===== src/opi_mul.sv =====
`default_nettype none
module opi_mul (
   input  wire logic        clock,
   input  wire logic [31:0] mul_a,
   input  wire logic [31:0] mul_b,
   output logic      [63:0] mul_p
);
   logic [63:0] product_ff;

   // shared unsigned multiplier, product registered
   always_ff @(posedge clock) begin
      product_ff <= mul_a * mul_b;
   end

   assign mul_p = product_ff;
endmodule
`default_nettype wire


===== config.mk =====
export PLATFORM = sky130hd
export DESIGN_NAME = opi_mul
export DESIGN_NICKNAME = d
export VERILOG_FILES = /design/src/opi_mul.sv
export SDC_FILE = /design/constraint.sdc
export NUM_CORES = 2
export LEC_CHECK = 0
export ABC_CLOCK_PERIOD_IN_PS = 8970
export BUFFER_PORTS_ARGS = -buffer_cell sky130_fd_sc_hd__buf_2
export CAP_MARGIN = 20
export CORE_ASPECT_RATIO = 1.75
export CORE_MARGIN = 2
export CORE_UTILIZATION = 63
export CTS_BUF_LIST = sky130_fd_sc_hd__clkbuf_2 sky130_fd_sc_hd__clkbuf_4 sky130_fd_sc_hd__clkbuf_8
export CTS_CLUSTER_DIAMETER = 30
export DETAILED_ROUTE_END_ITERATION = 8
export PLACE_DENSITY = 0.81
export SYNTH_ARGS = -nofsm -noshare
export SYNTH_HDL_FRONTEND = slang
export SYNTH_SLANG_ARGS = --single-unit

===== constraint.sdc =====
create_clock -name clock -period 8.97 [get_ports clock]
set_input_delay 1.3455 -clock clock [delete_from_list [all_inputs] [get_ports clock]]
set_output_delay 1.3455 -clock clock [all_outputs]
set_load 0.01 [all_outputs]

==> results.txt <==
Clock Path Buffers -> 2
clock-pin slew on the worst setup and hold paths -> 0.11 ns
CTS buffer count -> 9
CP Data Required Time -> 9.36 ns
final number of setup-violating endpoints -> 0
final-report hold violation count -> 0
crit path DAT -> 8.92 ns
sequential share of the synthesized area -> 3.695%
initial antenna violation count -> 6
total die area -> 57,010 um2
CTS tree -> done
layout cells sized above 1 -> 6.548%
minimum clock period -> 8.532 ns
Rows -> 113
worst slew pin tran -> 0.9401 ns
fin nets -> 4,976
fin. max-slew vios -> 0
Cells after Synth -> 3,748
Setup crit start kind -> primary input
vias in the first global route -> 30,030
clk root buf -> clkbuf_8
Post-CTS Setup Repair Bufs -> 0
cts hold-fix bufs -> 0
DRC violations left -> 0
max reg flops -> 64
RSZ-0062 raised after global routing -> no
DR pass1 iterations -> 9
first-pass GRT wire length -> 168,100 um
initial core utilization -> 63.87%
htree depth -> 3
Post-Syn Nets -> 4,972
run status -> finished clean
synthesized area -> 34,680 um2
drt wl/cell -> 24.20 um
Via Count -> 26,620
hold_ws -> 1.497 ns
critical-path maximum fanout -> 17
slowest CP cell -> fa_1
Final Wtd Congestion -> 0.9850
Port Buffer Count -> 128
die height -> 314.4 um
hpwl dp -> 87,590 um
Post-synth EDFFs -> 0
IO Pins -> 129
Die Width -> 181.3 um
Synth Flop Type -> dfxtp_1
HP Start -> mul_a[0]
GR Overflow Total -> 0
CTS resizes -> 0
synth warn -> 0
Avg Inst Size Synth -> 9.252 um2
Syn-to-layout area delta -> 4.550%
Slew HR -> 37.33%
crit path launch -> mul_a[16]
routed wire length -> 107,700 um
CP peak stage delay -> 0.77 ns
Critical path buffers and inverters -> 7
total core area -> 54,290 um2
CTS Sinks -> 64
CP Capture Type -> flop
DRT iter0 DRCs -> 1,866
Crit Path Class -> in -> reg
Cell Area, Placed -> 35,990 um2
HP Class -> in -> reg
Via density -> 5.981
async set-reset flop share out of synthesis -> 0%
setup TNS -> 0 ns
All-Layer GR Usage -> 40.35%
fin crit share -> 95.12%
DRT antenna net count -> 0
maxcap violations -> 0
Final Instance Area -> 36,250 um2
max frequency -> 117.2 MHz
largest net degree at the start of global routing -> 33
Largest delay share family, worst path -> adder cells
post-synth cell types -> 57
Yosys reg bits -> 64
most frequent CP cell -> fa_1
layer usage:
metal / vias up / share of wire (%) / wire length (um) / GRT usage [%]
met2: 1488 / 51 / 54590 / 68.97
met1: 13520 / 26 / 28130 / 35.83
met3: 772 / 8.9 / 9549 / 12.32
li1: 10830 / - / - / -
met4: 6 / 14 / 15390 / 43.55
met5: - / 0.034 / 37 / 0
kinds of logic after synthesis:
group           share of synthesized area, %
compound gates                         4.153
xor+xnor                               1.515
simple gates                           17.62
flops                                  3.695
buf+inv                                11.77
fa+ha+maj                              61.22
mux                                  0.02887
stage by stage:
step	std cells	utilization, %	setup slack (ns)
after floorplan	3748	-	0.8718
after global placement	4430	66.29	0.2272
after detailed placement	4430	66.29	0.08310
after CTS	4446	66.75	0.5462
after global routing	4450	66.77	0.1744
final	4450	66.77	0.4381
layout make-up:
cell class,instances,area [um2]
sequential,64,1281
antenna,3,7.507
tap,690,863.3
clock inverter,5,103.9
multi-input combinational,2599,29310
clock buffer,11,145.1
timing repair buffer,213,1291
fill,4390,18040
inverter,865,3247
worst min-delay path, stage by stage:
cell    delay [ns]
buf_2         0.14
buf_4         0.26
and2_1        0.18
synth_stat cells, drive strengths merged, types with 3 or more instances:
| cell type | instances | share of area (%) |
|---|---|---|
| a31oi | 12 | 0.22 |
| nand3 | 10 | 0.14 |
| fa | 896 | 52 |
| and4 | 3 | 0.076 |
| nor3 | 7 | 0.10 |
| a21boi | 3 | 0.065 |
| or3 | 3 | 0.054 |
| o21bai | 11 | 0.25 |
| a211oi | 3 | 0.065 |
| nand4 | 23 | 0.41 |
| buf | 7 | 0.097 |
| a21o | 40 | 0.87 |
| clkbuf | 213 | 2.3 |
| o31ai | 5 | 0.23 |
| o21ai | 26 | 0.38 |
| or2 | 3 | 0.054 |
| o221ai | 3 | 0.076 |
| xor2 | 25 | 0.63 |
| a221oi | 4 | 0.25 |
| xnor2 | 35 | 0.88 |
| nor2 | 20 | 0.22 |
| a21oi | 66 | 0.99 |
| and3 | 14 | 0.25 |
| inv | 865 | 9.4 |
| dfxtp | 64 | 3.7 |
| o21a | 9 | 0.19 |
| and2 | 602 | 11 |
| a221o | 4 | 0.12 |
| ha | 263 | 9.5 |
| nand2 | 480 | 5.2 |
| or4 | 3 | 0.065 |
worst paths after layout:
| kind | end | slack (ns) | cells past startpoint |
|---|---|---|---|
| min | mul_p[0] | 1.50 | 3 |
| max | mul_p[62] | 0.44 | 25 |
placed cells by master (no fill, tap or decap), types with 21 or more instances in the layout:
cell / instances
a21o_1: 40
inv_1: 865
dfxtp_1: 64
o21ai_0: 21
ha_1: 263
fa_1: 896
buf_2: 128
nand4_1: 23
nand2_1: 480
and2_1: 602
buf_4: 84
a21oi_1: 63
xnor2_1: 35
xor2_1: 25
Power is not shown: default switching activity piles up to over one toggle a cycle in this logic, so the estimate is an artifact.
