--- src/opi_pkg.sv ---
`default_nettype none
package opi_pkg;

   // item codes
   localparam logic MODE_VELOCITY = 1'b0;
   localparam logic MODE_RESET    = 1'b1;
   localparam logic KIND_UPDATE   = 1'b0;
   localparam logic KIND_RESET    = 1'b1;
   localparam logic INTEG_EULER    = 1'b0;
   localparam logic INTEG_MIDPOINT = 1'b1;

   // arithmetic constants
   localparam logic [31:0] ANG_K     = 32'd2867080570;
   // one million is 64 * 15625; 15625 is divided by a reciprocal scaled by 2^45
   localparam logic [31:0] DIV_ODD   = 32'd15625;
   localparam logic [31:0] DIV_RECIP = 32'd2251799814;
   localparam int          CORDIC_N  = 30;
   localparam logic signed [33:0] CORDIC_GAIN = 34'sd652032874;

   typedef struct packed {
      logic        mode;
      logic [31:0] stamp_us;
      logic [31:0] lin_x;
      logic [31:0] lin_y;
      logic [31:0] ang_z;
      logic [31:0] new_x;
      logic [31:0] new_y;
      logic [31:0] new_heading;
   } req_payload_type;

   typedef struct packed {
      logic        reply_kind;
      logic [31:0] pos_x;
      logic [31:0] pos_y;
      logic [31:0] heading;
      logic [31:0] twist_x;
      logic [31:0] twist_y;
      logic [31:0] twist_omega;
   } rsp_payload_type;

   // status of an iterative unit
   typedef struct packed {
      logic busy;
      logic done;
   } unit_status_type;

   // arctangent of 2^-i in binary-angle units
   function automatic logic [29:0] atan_entry(input logic [4:0] idx);
      logic [29:0] r;
      case (idx)
         5'd0:  r = 30'd536870912;
         5'd1:  r = 30'd316933406;
         5'd2:  r = 30'd167458907;
         5'd3:  r = 30'd85004756;
         5'd4:  r = 30'd42667331;
         5'd5:  r = 30'd21354465;
         5'd6:  r = 30'd10679838;
         5'd7:  r = 30'd5340245;
         5'd8:  r = 30'd2670163;
         5'd9:  r = 30'd1335087;
         5'd10: r = 30'd667544;
         5'd11: r = 30'd333772;
         5'd12: r = 30'd166886;
         5'd13: r = 30'd83443;
         5'd14: r = 30'd41722;
         5'd15: r = 30'd20861;
         5'd16: r = 30'd10430;
         5'd17: r = 30'd5215;
         5'd18: r = 30'd2608;
         5'd19: r = 30'd1304;
         5'd20: r = 30'd652;
         5'd21: r = 30'd326;
         5'd22: r = 30'd163;
         5'd23: r = 30'd81;
         5'd24: r = 30'd41;
         5'd25: r = 30'd20;
         5'd26: r = 30'd10;
         5'd27: r = 30'd5;
         5'd28: r = 30'd3;
         5'd29: r = 30'd1;
         default: r = 30'd0;
      endcase
      return r;
   endfunction

endpackage
`default_nettype wire

--- src/opi_cordic.sv ---
`default_nettype none
module opi_cordic (
   input  wire logic                 clock,
   input  wire logic                 reset,
   input  wire logic                 start,
   input  wire logic [31:0]          angle,
   output logic signed [33:0]        cos_q30,
   output logic signed [33:0]        sin_q30,
   output opi_pkg::unit_status_type  status
);
   import opi_pkg::*;

   logic signed [33:0] x_ff, x_in, y_ff, y_in, z_ff, z_in;
   logic               flip_ff, flip_in;
   logic [4:0]         cnt_ff, cnt_in;
   logic               busy_ff, busy_in;
   logic               done_ff, done_in;
   logic signed [33:0] z0, xs, ys, at;

   assign z0 = $signed({{2{angle[31]}}, angle});
   assign xs = x_ff >>> cnt_ff;
   assign ys = y_ff >>> cnt_ff;
   assign at = $signed({4'b0000, atan_entry(cnt_ff)});

   always_comb begin
      x_in    = x_ff;
      y_in    = y_ff;
      z_in    = z_ff;
      flip_in = flip_ff;
      cnt_in  = cnt_ff;
      busy_in = busy_ff;
      done_in = done_ff;
      if (start) begin
         // fold into the right half plane
         x_in    = CORDIC_GAIN;
         y_in    = '0;
         z_in    = z0;
         flip_in = 1'b0;
         if (z0 > 34'sd1073741824) begin
            z_in    = z0 - 34'sd2147483648;
            flip_in = 1'b1;
         end else if (z0 < -34'sd1073741824) begin
            z_in    = z0 + 34'sd2147483648;
            flip_in = 1'b1;
         end
         cnt_in  = '0;
         busy_in = 1'b1;
         done_in = 1'b0;
      end else if (busy_ff) begin
         if (!z_ff[33]) begin
            x_in = x_ff - ys;
            y_in = y_ff + xs;
            z_in = z_ff - at;
         end else begin
            x_in = x_ff + ys;
            y_in = y_ff - xs;
            z_in = z_ff + at;
         end
         cnt_in = cnt_ff + 5'd1;
         if (cnt_ff == 5'(CORDIC_N - 1)) begin
            busy_in = 1'b0;
            done_in = 1'b1;
         end
      end
   end

   always_ff @(posedge clock) begin
      if (reset) begin
         busy_ff <= 1'b0;
         done_ff <= 1'b0;
         cnt_ff  <= '0;
      end else begin
         busy_ff <= busy_in;
         done_ff <= done_in;
         cnt_ff  <= cnt_in;
      end
      x_ff    <= x_in;
      y_ff    <= y_in;
      z_ff    <= z_in;
      flip_ff <= flip_in;
   end

   assign cos_q30     = flip_ff ? -x_ff : x_ff;
   assign sin_q30     = flip_ff ? -y_ff : y_ff;
   assign status.busy = busy_ff;
   assign status.done = done_ff;
endmodule
`default_nettype wire

--- config.mk ---
export PLATFORM = sky130hd
export DESIGN_NAME = opi_cordic
export DESIGN_NICKNAME = d
export VERILOG_FILES = /design/src/opi_pkg.sv /design/src/opi_cordic.sv
export SDC_FILE = /design/constraint.sdc
export NUM_CORES = 1
export LEC_CHECK = 0
export ABC_AREA = 1
export ABC_CLOCK_PERIOD_IN_PS = 7000
export BUFFER_PORTS_ARGS = -buffer_cell sky130_fd_sc_hd__buf_2
export CAP_MARGIN = 20
export CORE_AREA = 2 2 171 173
export DETAILED_ROUTE_END_ITERATION = 10
export DIE_AREA = 0 0 173 175
export GPL_TIMING_DRIVEN = 0
export HOLD_SLACK_MARGIN = 0.05
export PLACE_DENSITY = 0.82
export SYNTH_ARGS = -nofsm -noshare
export SYNTH_HDL_FRONTEND = slang
export SYNTH_SLANG_ARGS = --single-unit
--- constraint.sdc ---
create_clock -name clock -period 7 [get_ports clock]
set_clock_uncertainty 0.1 [all_clocks]
set_input_delay 0.7 -clock clock [delete_from_list [all_inputs] [get_ports clock]]
set_output_delay 0.7 -clock clock [all_outputs]
set_load 0.01 [all_outputs]
==> impl_results.md <==
* Status: finished clean
* Detailed Place HPWL at 59900 um
* Post-synthesis compound-gate area fraction at 16.2%
* CP most frequent cell: nand2_1
* Commonest non-fill, non-tap cell in the layout: nand2_1
* Hold Crit Class: primary input to flip-flop
* CTS Buf Count at 17
* CP Max Fanout at 10
* Crit path max-delay cell type: dfxtp_1
* Post-Syn Area per Cell at 5.95 um^2
* Port buffer count at 104
* Setup TNS Final at 0 ns
* Flop2flop setup slack at 1.24 ns
* Fillers at 2613
* Share of cells above drive strength 1 at 8.13%
* Post-synthesis simple-gate area fraction at 38.8%
* Worst Reg-to-Reg Cells at 29
* Max_cap viols at 0
* First-pass GRT wire length at 117000 um
* Critical path capture point type: flip-flop
* Synth Instances at 3073
* Initial Util at 64.4%
* WP buf/inv at 5
* Die height at 175 um
* Via count at 23200
* Post-Synth XOR/XNOR Area at 9.39%
* RSZ-0062 raised after global routing: no
* Reg clk slew, reported paths at 0.07 ns
* CP max stage delay at 0.58 ns
* Vias/cell at 6.47
* Antenna cells at 0
* Worst hold start: reset
* Vias in the first global route at 21700
* Drt drc at 0
* Core Footprint at 0.0284 mm^2
* Drt wl/cell at 21.6 um
* Fin cells at 3593
* Worst vdd ir at 0.319 mV
* CP arrival at 6.01 ns
* Sequential area share after synthesis at 17.2%
* Die ar. at 0.0303 mm^2
* Congestion Overflow GR at 0
* Post-Synth Adder-Cell Area at 8.06%
* Startpoint Class: flip-flop
* Num Clock Sinks at 140
* Post-CTS setup buffers at 0
* Endpoints failing setup at 0
* WL final at 77700 um
* Die Width at 173 um
* Slew HR at 19.4%
* Clock buffer depth at 2
* Proportion of synthesized area in mux cells at 0%
* Hold path depth at 2
* Yosys synthesis warning count at 0
* Inst Count DP at 3561
* Tightest Pin Transition at 1.21 ns
* Final antenna-violating net count at 0
* Min Tclk post-route at 5.76 ns
* Min-Delay Endpoint: busy_ff$_SDFF_PP0_
* Layout area overhead at 8.81%
* Commonest cells after routing, fill and taps aside: 748 x nand2_1, 477 x nand3_1, 312 x inv_1, 263 x nor2_1, 216 x a21oi_1
* Post_cts resized at 0
* Clock Latency Late Sink at 0.47 ns
* Most used DFF post-synth: dfxtp_1
* Reg2Reg Capture Point: x_ff[31]$_SDFFE_PP0P_
* PD cells at 393 mW/mm^2
* Post-CTS Hold Fix Bufs at 0
* Post-synth net total at 3224
* Fmax at 174 MHz
* Synthesized cell area at 0.0183 mm^2
* Initial antenna violation count at 2
* H-tree levels at 4
* Synth cell types at 59
* Worst EP required at 7.25 ns
* Final #Nets at 3347
* Io pins at 105
* Largest family of logic cells by synthesized area: simple AND/OR/NAND/NOR gates
* Std cell rows at 62
* Placer Congestion at 1.35
* Total track usage at 49.9%
* Number of synthesized flops with an enable pin at 35
* CP delay by family, top: simple AND/OR/NAND/NOR gates
* Final Hold Fails at 0
* CTS tree: built
* R2r startpoint: cnt_ff[1]$_SDFFE_PP0P_
* Largest net degree at the start of global routing at 40
* Async S/R FF share, synth at 0%
* P_leak at 9.97 nW
* 1st-iter DRT viols at 3143
* Final worst-path cycle share at 82.2%
* Router iterations before antenna repair at 9
* Setup CP Type: flip-flop to flip-flop
* Register bit total from synthesis at 140
* Clock root buffer: clkbuf_16
* Final Max Tran Viols at 0
==> flip-flops by register name, indices dropped and copies added, names as in the netlist <==
register	count
x_ff	34
y_ff	34
z_ff	34
at	30
cnt_ff	5
busy_ff	1
done_ff	1
flip_ff	1
==> layer usage <==
layer  track usage (%)  up-vias  wire length (um)
met5                 0        -                11
met4              40.5        2              7490
met3              15.5      479             11300
met2              76.9     1888             32000
met1              57.2    10400             26900
li1                  -    10500                 -
==> how the worst max path moves through the flow <==
| stage | slack (ns) | cells after the start | startpoint | end |
|---|---|---|---|---|
| after floorplan | 2.88 | 31 | cnt_ff[0]$_SDFFE_PP0P_ | x_ff[31]$_SDFFE_PP0P_ |
| after global placement | 1.64 | 29 | cnt_ff[1]$_SDFFE_PP0P_ | x_ff[31]$_SDFFE_PP0P_ |
| after detailed placement | 1.58 | 29 | cnt_ff[1]$_SDFFE_PP0P_ | x_ff[31]$_SDFFE_PP0P_ |
| after CTS | 1.54 | 29 | cnt_ff[1]$_SDFFE_PP0P_ | x_ff[31]$_SDFFE_PP0P_ |
| after global routing | 0.83 | 29 | cnt_ff[1]$_SDFFE_PP0P_ | x_ff[31]$_SDFFE_PP0P_ |
| final | 1.24 | 29 | cnt_ff[1]$_SDFFE_PP0P_ | x_ff[31]$_SDFFE_PP0P_ |
==> per-stage QoR <==
stage,hold WS (ns),power (mW),instance area [um^2],util (%),worst slack (ns)
CTS,0.348,7.56,19900,70.1,1.54
global route,0.349,8.35,19900,70.1,0.829
finish,0.345,7.81,19900,70.1,1.24
detailed placement,0.403,6.54,19300,67.9,1.58
global placement,0.417,6.37,19300,67.9,1.64
floorplan,0.338,5.18,18300,-,2.88
==> cells in the mapped netlist (all sizes together) (8+ instances only) <==
cell type,number,area share (%)
nand2,757,16
nand3,483,13
inv,322,6.6
nor2,270,5.7
a21oi,217,6.0
o21ai,189,5.3
xor2,136,6.5
ha,113,7.7
dfxtp,105,11
clkbuf,76,1.6
buf,63,2.2
xnor2,60,2.9
nor3,46,1.3
a31oi,36,1.2
edfxtp,35,5.7
or2,31,1.1
nand4,26,0.92
nor4,13,0.44
a21o,12,0.49
o21bai,12,0.49
o31ai,9,0.47
a21boi,8,0.33
o211ai,8,0.33
==> cells by family (layout without fill, tap and decap cells) <==
| logic type | Yosys count | in the layout |
|---|---|---|
| AOI/OAI and AO/OA | 526 | 526 |
| DFF | 140 | 140 |
| buffers and inverters | 463 | 599 |
| xor gates and xnor gates | 196 | 196 |
| and+or+nand+nor | 1632 | 1632 |
| adders and majority gates | 116 | 116 |
==> power by group <==
part / switching (mW) / leakage (nW) / internal (mW)
combinational: 3.62 / 8.46 / 1.94
clock: 0.417 / 0.292 / 0.576
sequential: 0.227 / 1.22 / 1.03
total: 4.27 / 9.97 / 3.55
==> final cells by class <==
type	instances	area, um^2	area share (%)
plain buffers	139	679	3.42
repair buffers	104	520	2.62
multi-input cells	2470	13200	66.5
inverters	324	1220	6.13
well taps	384	480	2.42
clock buffers	24	503	2.53
clock inverters	8	106	0.535
flip-flops and latches	140	3150	15.8
No activity file was read; power rests on OpenSTA's default activity.
