--- config.mk ---
export PLATFORM = sky130hd
export DESIGN_NAME = opi_div
export DESIGN_NICKNAME = d
export VERILOG_FILES = /design/src/opi_pkg.sv /design/src/opi_div.sv
export SDC_FILE = /design/constraint.sdc
export NUM_CORES = 1
export LEC_CHECK = 0
export BUFFER_PORTS_ARGS = -buffer_cell sky130_fd_sc_hd__buf_2
export CORE_ASPECT_RATIO = 0.8
export CORE_UTILIZATION = 39
export CTS_CLUSTER_DIAMETER = 30
export CTS_CLUSTER_SIZE = 24
export DETAILED_ROUTE_END_ITERATION = 10
export SLEW_MARGIN = 20
export SYNTH_ARGS = -nofsm -noshare
export SYNTH_HDL_FRONTEND = slang
export SYNTH_SLANG_ARGS = --single-unit
--- constraint.sdc ---
create_clock -name clock -period 13.12 [get_ports clock]
set_clock_uncertainty 0.05 [all_clocks]
set_input_delay 2.624 -clock clock [delete_from_list [all_inputs] [get_ports clock]]
set_output_delay 2.624 -clock clock [all_outputs]
set_load 0.01 [all_outputs]
--- src/opi_pkg.sv ---
`default_nettype none
package opi_pkg;

   // item codes
   localparam logic MODE_VELOCITY = 1'b0;
   localparam logic MODE_RESET    = 1'b1;
   localparam logic KIND_UPDATE   = 1'b0;
   localparam logic KIND_RESET    = 1'b1;
   localparam logic INTEG_EULER    = 1'b0;
   localparam logic INTEG_MIDPOINT = 1'b1;

   // arithmetic constants
   localparam logic [31:0] ANG_K     = 32'd2867080570;
   // one million is 64 * 15625; 15625 is divided by a reciprocal scaled by 2^45
   localparam logic [31:0] DIV_ODD   = 32'd15625;
   localparam logic [31:0] DIV_RECIP = 32'd2251799814;
   localparam int          CORDIC_N  = 30;
   localparam logic signed [33:0] CORDIC_GAIN = 34'sd652032874;

   typedef struct packed {
      logic        mode;
      logic [31:0] stamp_us;
      logic [31:0] lin_x;
      logic [31:0] lin_y;
      logic [31:0] ang_z;
      logic [31:0] new_x;
      logic [31:0] new_y;
      logic [31:0] new_heading;
   } req_payload_type;

   typedef struct packed {
      logic        reply_kind;
      logic [31:0] pos_x;
      logic [31:0] pos_y;
      logic [31:0] heading;
      logic [31:0] twist_x;
      logic [31:0] twist_y;
      logic [31:0] twist_omega;
   } rsp_payload_type;

   // status of an iterative unit
   typedef struct packed {
      logic busy;
      logic done;
   } unit_status_type;

   // arctangent of 2^-i in binary-angle units
   function automatic logic [29:0] atan_entry(input logic [4:0] idx);
      logic [29:0] r;
      case (idx)
         5'd0:  r = 30'd536870912;
         5'd1:  r = 30'd316933406;
         5'd2:  r = 30'd167458907;
         5'd3:  r = 30'd85004756;
         5'd4:  r = 30'd42667331;
         5'd5:  r = 30'd21354465;
         5'd6:  r = 30'd10679838;
         5'd7:  r = 30'd5340245;
         5'd8:  r = 30'd2670163;
         5'd9:  r = 30'd1335087;
         5'd10: r = 30'd667544;
         5'd11: r = 30'd333772;
         5'd12: r = 30'd166886;
         5'd13: r = 30'd83443;
         5'd14: r = 30'd41722;
         5'd15: r = 30'd20861;
         5'd16: r = 30'd10430;
         5'd17: r = 30'd5215;
         5'd18: r = 30'd2608;
         5'd19: r = 30'd1304;
         5'd20: r = 30'd652;
         5'd21: r = 30'd326;
         5'd22: r = 30'd163;
         5'd23: r = 30'd81;
         5'd24: r = 30'd41;
         5'd25: r = 30'd20;
         5'd26: r = 30'd10;
         5'd27: r = 30'd5;
         5'd28: r = 30'd3;
         5'd29: r = 30'd1;
         default: r = 30'd0;
      endcase
      return r;
   endfunction

endpackage
`default_nettype wire

--- src/opi_div.sv ---
`default_nettype none
module opi_div (
   input  wire logic                 clock,
   input  wire logic                 reset,
   input  wire logic                 start,
   input  wire logic [63:0]          dividend,
   output logic      [63:0]          quotient,
   output opi_pkg::unit_status_type  status
);
   import opi_pkg::*;

   logic [31:0] x_ff, x_in;
   logic [35:0] low_ff, low_in;
   logic [18:0] q_ff, q_in;
   logic [63:0] quo_ff, quo_in;
   logic [1:0]  dig_ff, dig_in;
   logic        phase_ff, phase_in;
   logic        busy_ff, busy_in;
   logic        done_ff, done_in;
   logic [31:0] mul_a, mul_b;
   logic [63:0] prod;
   logic [31:0] rem;

   // division by one million: drop six bits, then divide by 15625 in three
   // 18-bit digits; each digit is a reciprocal multiply for the quotient
   // digit and a multiply-subtract for the remainder
   assign mul_a = phase_ff ? {13'd0, q_ff} : x_ff;
   assign mul_b = phase_ff ? DIV_ODD : DIV_RECIP;
   assign prod  = mul_a * mul_b;
   assign rem   = x_ff - prod[31:0];

   always_comb begin
      x_in     = x_ff;
      low_in   = low_ff;
      q_in     = q_ff;
      quo_in   = quo_ff;
      dig_in   = dig_ff;
      phase_in = phase_ff;
      busy_in  = busy_ff;
      done_in  = done_ff;
      if (start) begin
         x_in     = {10'd0, dividend[63:42]};
         low_in   = dividend[41:6];
         quo_in   = '0;
         dig_in   = '0;
         phase_in = 1'b0;
         busy_in  = 1'b1;
         done_in  = 1'b0;
      end else if (busy_ff) begin
         if (!phase_ff) begin
            q_in     = prod[63:45];
            phase_in = 1'b1;
         end else begin
            quo_in   = {quo_ff[45:0], q_ff[17:0]};
            x_in     = {rem[13:0], low_ff[35:18]};
            low_in   = {low_ff[17:0], 18'd0};
            phase_in = 1'b0;
            dig_in   = dig_ff + 2'd1;
            if (dig_ff == 2'd2) begin
               busy_in = 1'b0;
               done_in = 1'b1;
            end
         end
      end
   end

   always_ff @(posedge clock) begin
      if (reset) begin
         busy_ff  <= 1'b0;
         done_ff  <= 1'b0;
         phase_ff <= 1'b0;
         dig_ff   <= '0;
      end else begin
         busy_ff  <= busy_in;
         done_ff  <= done_in;
         phase_ff <= phase_in;
         dig_ff   <= dig_in;
      end
      x_ff   <= x_in;
      low_ff <= low_in;
      q_ff   <= q_in;
      quo_ff <= quo_in;
   end

   assign quotient    = quo_ff;
   assign status.busy = busy_ff;
   assign status.done = done_ff;
endmodule
`default_nettype wire

==> results of run 1 <==
-- synthesized netlist by cell type, drive strengths merged (3+ instances only) --
library cell | instances | area [um2]
o21a | 8 | 60.1
mux2 | 38 | 428
o2111ai | 3 | 26.3
maj3 | 5 | 50.1
nor2 | 69 | 259
nor2b | 28 | 175
inv | 583 | 2190
xnor2 | 59 | 517
fa | 402 | 8050
and3 | 9 | 56.3
or3 | 5 | 31.3
nor4 | 4 | 31.3
a31oi | 7 | 43.8
a31o | 3 | 26.3
clkbuf | 78 | 294
a311oi | 4 | 41.3
a21o | 44 | 330
o21bai | 12 | 90.1
nand3 | 18 | 90.1
dfxtp | 79 | 1580
nor3 | 19 | 95.1
a21oi | 139 | 711
buf | 11 | 48.8
nand3b | 7 | 52.6
edfxtp | 77 | 2310
o31ai | 4 | 30.0
a21boi | 7 | 52.6
ha | 405 | 5070
and2 | 36 | 225
nand2b | 37 | 231
o21ai | 37 | 189
o211ai | 8 | 60.1
nand4 | 11 | 68.8
nand2 | 228 | 863
or2 | 3 | 18.8
xor2 | 25 | 219
-- kinds of logic (layout without fill, tap and decap cells) --
group,Yosys count,count (layout),share of synthesized area
adders and majority gates,812,812,0.530
buffers and inverters,672,763,0.102
and+or+nand+nor,481,481,0.0909
AOI/OAI and AO/OA,294,294,0.0735
DFF,156,156,0.157
xor gates and xnor gates,84,84,0.0296
muxes,38,38,0.0172
other,2,19,0.000302
-- routing by layer --
metal | GRT usage | wire length (um) | vias to the layer above
li1 | - | - | 8129
met1 | 0.315 | 31900 | 8790
met2 | 0.330 | 29800 | 481
met3 | 0.0530 | 5590 | 48
met4 | 0.0348 | 879 | 0
met5 | 0 | 0 | -
-- critical path: cells and delay by family, from the launching register on --
family / cells / cell delay [ns]
simple gates: 4 / 1.66
compound gates: 4 / 1.39
xor+xnor: 1 / 0.15
flops: 1 / 0.71
fa+ha+maj: 9 / 4.28
buf+inv: 6 / 1.51
-- through the flow --
step / setup slack (ns) / utilization / cells / hold WS [ns] / area (um2)
2_1_floorplan: 4.99 / - / 2555 / 0.382 / 24900
3_3_place_gp: 3.39 / 0.421 / 3454 / 0.391 / 26400
3_5_place_dp: 3.28 / 0.421 / 3454 / 0.394 / 26400
4_1_cts: 3.27 / 0.430 / 3486 / 0.405 / 27000
5_1_grt: 2.87 / 0.430 / 3487 / 0.425 / 27000
6_report: 3.09 / 0.430 / 3487 / 0.402 / 27000
-- flip-flops by register name, summed over array words and instances, names as in the netlist --
signal    count
low_ff       36
busy_ff       1
done_ff       1
quotient     64
phase_ff      1
q_ff         19
dig_ff        2
x_ff         32
-- worst max-delay path by stage --
| stage | start | endpoint | slack (ns) | cells after the start |
|---|---|---|---|---|
| global placement | phase_ff | q_ff[15] | 3.39 | 24 |
| detailed placement | phase_ff | q_ff[15] | 3.28 | 24 |
| floorplan | phase_ff | q_ff[15] | 4.99 | 28 |
| finish | phase_ff | q_ff[15] | 3.09 | 24 |
| CTS | phase_ff | q_ff[15] | 3.27 | 24 |
| global route | phase_ff | q_ff[15] | 2.87 | 24 |
-- area by class of cell --
cell class              instances  area share
diodes                          1   0.0000926
repair buffers                148      0.0295
inverters                     583      0.0810
clock buffers                  18      0.0159
flip-flops and latches        156       0.144
clock inverters                14     0.00653
well taps                     840      0.0389
multi-input cells            1727       0.684
==> results.py, run 1 <==
metrics = {
    "grt": {
        "grt_pass1_wl_mm": 107,
        "grt_overflow": 0,
        "grt_pass1_vias": 18500,
        "track_usage": 0.217,
        "antenna_found_initial": 3,
        "grt_max_degree": 90,
    },
    "route": {
        "drtAntennaViolNets": 0,
        "drt-total-wl_mm": 68.1,
        "wl_per_cell_um": 19.5,
        "vias": 17400,
        "drt_iter0_markers": 1249,
        "route.detailed.drc": 0,
        "first_pass_iters": 5,
        "viasPerCell": 5.00,
    },
    "cells_and_area": {
        "final_common_cell": "inv_1",
        "final_cell_mix": "inv_1, ha_1, fa_1",
        "drive_gt1_frac": 0.0903,
        "synthToLayoutAreaGrowth_pct": 8.80,
        "fill_cells": 6195,
        "multi_input_area_um2": 18500,
        "regArea_um2": 3890,
        "nets": 3507,
    },
    "synth": {
        "synth_seq_cells": 156,
        "avgSynthCellArea_um2": 9.78,
        "syn_inst": 2539,
        "netlist-cell-type-count": 67,
        "netlist_area_um2": 24800,
        "yosysSeqAreaShare": 0.157,
        "async_flop_share": 0,
        "ys_warn_count": 0,
        "synth_edf_count": 77,
        "synth_ff_type": "dfxtp_1",
    },
    "clocking": {
        "ctsHtreeMaxLevel": 4,
        "clockBufferDepth": 2,
        "cts_buffers": 17,
        "holdBufCountCts": 0,
        "cts_tree": "yes",
        "post_cts_buffers": 0,
        "post_cts_resized": 0,
        "clock-sinks": 156,
        "clk_pin_slew_ns": 0.07,
        "insertion_delay_ns": 0.42,
        "cts_root_buf": "clkbuf_16",
    },
    "sta": {
        "rsz0062_at_grt": "no",
        "min_period_ns": 10.03,
        "slew_headroom": 0.381,
        "period_share": 0.764,
        "hold_viol_final": 0,
        "fin_setup_tns_ns": 0,
        "drv_slew": 0,
        "worst-slew-pin-transition_ns": 0.929,
        "max_freq_mhz": 99.7,
        "setup_viol": 0,
    },
    "floorplan": {
        "fp.dieW_um": 284,
        "dieArea_um2": 64700,
        "io_pins": 133,
        "die_h_um": 228,
        "core_um2": 62800,
        "start_util": 0.396,
        "rows": 82,
    },
    "worst_setup_path": {
        "path_class": "reg -> reg",
        "cp-end-kind": "register",
        "worst_path_largest_cell_delay_ns": 0.73,
        "slowest_stage": "a311oi_1",
        "path_common_cell": "fa_1",
        "r2r_slack_ns": 3.09,
        "critPathLaunchType": "register",
        "path_cells": "buf_4, nand2b_1, inv_1, ha_1, inv_1, fa_1, fa_1, fa_1, inv_1, fa_1, fa_1, fa_1, inv_1, fa_1, inv_1, ha_1, nand3_1, nor3_1, nand4b_1, a311oi_1, o31a_1, a311o_2, a311oi_2, xnor2_1",
        "cp.arrival_ns": 10.14,
        "critPathRequiredTime_ns": 13.23,
        "worst_r2r_endpoint": "q_ff[15]",
        "crit_path_max_fanout": 63,
        "reg2regPathDepth": 24,
        "r2r-start": "phase_ff",
    },
    "worst_hold_path": {
        "hp-start": "quotient[60]",
        "min_delay_path_depth": 2,
        "hold_end": "quotient[60]",
        "min_path_type": "reg -> reg",
    },
    "flow_run": {
        "cap_viol_max_count": 0,
    },
    "placement": {
        "gp_congestion": 0.959,
        "port_buffers": 126,
        "hpwl_mm": 58.2,
    },
    "outcome": {
        "status": "completed",
    },
}
Power of run 1 is left out: the tool's default activity adds up to more than one toggle a clock period on the data nets, which glitch-free logic cannot reach.
==> run 2: changes to the inputs <==
==> constraint.sdc (replaced) <==
create_clock -name clock -period 8.3 [get_ports clock]
set_clock_uncertainty 0.05 [all_clocks]
set_input_delay 1.66 -clock clock [delete_from_list [all_inputs] [get_ports clock]]
set_output_delay 1.66 -clock clock [all_outputs]
set_load 0.01 [all_outputs]
==> run 2 against run 1 <==
  * Critical endpoint is now q_ff[18]
  * Global-route usage rose by 0.11 points
  * Clock-buffer cell count fell by 1
  * Utilization increased by 1.4 points
  * Flip-flop and latch count stayed put
  * Hold slack improved by 0.0016 ns
  * Setup slack lost 2.8 ns
  * Die area is the same
==> results.py, run 2 (synthesis gave the netlist of run 1 again) <==
metrics = {
    "clocking": {
        "clk_pin_slew_ns": 0.06,
        "clock-sinks": 156,
        "clockBufferDepth": 2,
        "cts_buffers": 17,
        "insertion_delay_ns": 0.42,
        "cts_root_buf": "clkbuf_16",
        "cts_tree": "yes",
        "ctsHtreeMaxLevel": 4,
    },
    "route": {
        "drt-total-wl_mm": 69.2,
        "vias": 18000,
        "drt_iter0_markers": 1174,
        "route.detailed.drc": 0,
        "wl_per_cell_um": 19.3,
        "drtAntennaViolNets": 0,
        "first_pass_iters": 5,
        "viasPerCell": 5.01,
    },
    "sta": {
        "postLayoutSetupSlackWorst_ns": 0.279,
        "setup_viol": 0,
        "min_period_ns": 8.02,
        "period_share": 0.966,
        "fin_setup_tns_ns": 0,
        "slew_headroom": 0.365,
        "drv_slew": 0,
        "hold_viol_final": 0,
        "rsz0062_at_grt": "no",
        "max_freq_mhz": 125,
        "worst-slew-pin-transition_ns": 0.953,
    },
    "worst_setup_path": {
        "critPathLaunchType": "register",
        "crit_path_max_fanout": 16,
        "cp-end-kind": "register",
        "critPathRequiredTime_ns": 8.43,
        "path_class": "reg -> reg",
        "cp.arrival_ns": 8.15,
    },
    "cells_and_area": {
        "drive_gt1_frac": 0.134,
        "nets": 3608,
        "final_common_cell": "inv_1",
        "n_antenna_cell": 0,
        "postLayoutCellArea_um2": 27900,
        "synthToLayoutAreaGrowth_pct": 12.3,
        "largest_register_ffs": 64,
        "fin_cells": 3587,
        "final_cell_mix": "inv_1, ha_1, fa_1",
    },
    "floorplan": {
        "io_pins": 133,
        "dieArea_um2": 64700,
        "core_um2": 62800,
        "start_util": 0.396,
        "die_h_um": 228,
        "fp.dieW_um": 284,
        "rows": 82,
    },
    "grt": {
        "grt_pass1_vias": 19000,
        "track_usage": 0.218,
        "grt_pass1_wl_mm": 108,
        "grt_overflow": 0,
        "grt_max_degree": 92,
        "antenna_found_initial": 3,
    },
    "placement": {
        "gp_congestion": 0.983,
        "port_buffers": 126,
        "dp_cells": 3546,
        "dpl_cell_area_um2": 27100,
        "dp_slack_ns": -0.192,
        "hpwl_mm": 60.4,
    },
    "worst_hold_path": {
        "min_path_type": "reg -> reg",
    },
    "outcome": {
        "status": "completed",
    },
    "flow_run": {
        "cap_viol_max_count": 0,
    },
}
-- run 2: cell count changes in the layout (fill, tap and decap cells not counted), moves of 2 or more --
cell	delta
a21oi_1	-6
nor2_2	+5
a21oi_2	+6
nand2b_1	-6
nand2b_2	+4
buf_4	+99
nor2_1	-5
clkinvlp_4	+4
inv_1	-3
nand2b_4	+2
-- run 2: repair_timing --
item / in CTS / in global routing
buffers inserted: 3 / 5
endpoints found under the setup margin: 5 / 11
pin swaps: 0 / 5
resized for setup: 3 / 29
hold buffers: 0 / 0
cloned: 0 / 1
-- run 2: area by class of cell --
type / instances / area, um2
multi-input combinational: 1727 / 18600
clock buffer: 17 / 425
fill: 6051 / 34900
tap: 840 / 1050
timing repair buffer: 249 / 1590
clock inverter: 15 / 150
sequential: 156 / 3900
inverter: 583 / 2200
-- run 2: worst max-delay path: stages (launching register included) --
cell and delay, ns:
dfxtp_4 0.44, buf_4 0.23, nand2_1 0.19, inv_1 0.14, nor2_1 0.07, buf_4 0.18
fa_1 0.54, fa_1 0.44, fa_1 0.52, fa_1 0.52, inv_1 0.06, fa_1 0.56
fa_1 0.43, fa_1 0.51, fa_1 0.42, ha_1 0.38, a21o_1 0.26, a21o_1 0.19
a21o_1 0.24, a22oi_1 0.33, o221ai_2 0.24, a21boi_2 0.26, a21oi_2 0.11, nor2b_2 0.16
o311ai_2 0.14, buf_4 0.17
-- run 2: final timing paths --
| check | start | to | slack [ns] | cells past startpoint |
|---|---|---|---|---|
| hold / removal | quotient[55] | quotient[55] | 0.40 | 2 |
| setup / recovery | phase_ff | q_ff[18] | 0.28 | 25 |
| setup reg to reg | phase_ff | q_ff[18] | 0.28 | 25 |
| hold reg to reg | quotient[55] | quotient[55] | 0.40 | 2 |
-- run 2: stage by stage --
| stage | hold WS, ns | util |
|---|---|---|
| 5_1_grt | 0.421 | 0.444 |
| 3_5_place_dp | 0.396 | 0.432 |
| 3_3_place_gp | 0.392 | 0.432 |
| 2_1_floorplan | 0.382 | - |
| 6_report | 0.404 | 0.444 |
| 4_1_cts | 0.405 | 0.442 |
-- run 2: per-layer routing --
layer / wire [um] / track usage
met4: 782 / 0.0296
met3: 5340 / 0.0377
met2: 29900 / 0.333
met5: 10 / 0
met1: 33200 / 0.328
Power of run 2 is left out for the same reason.
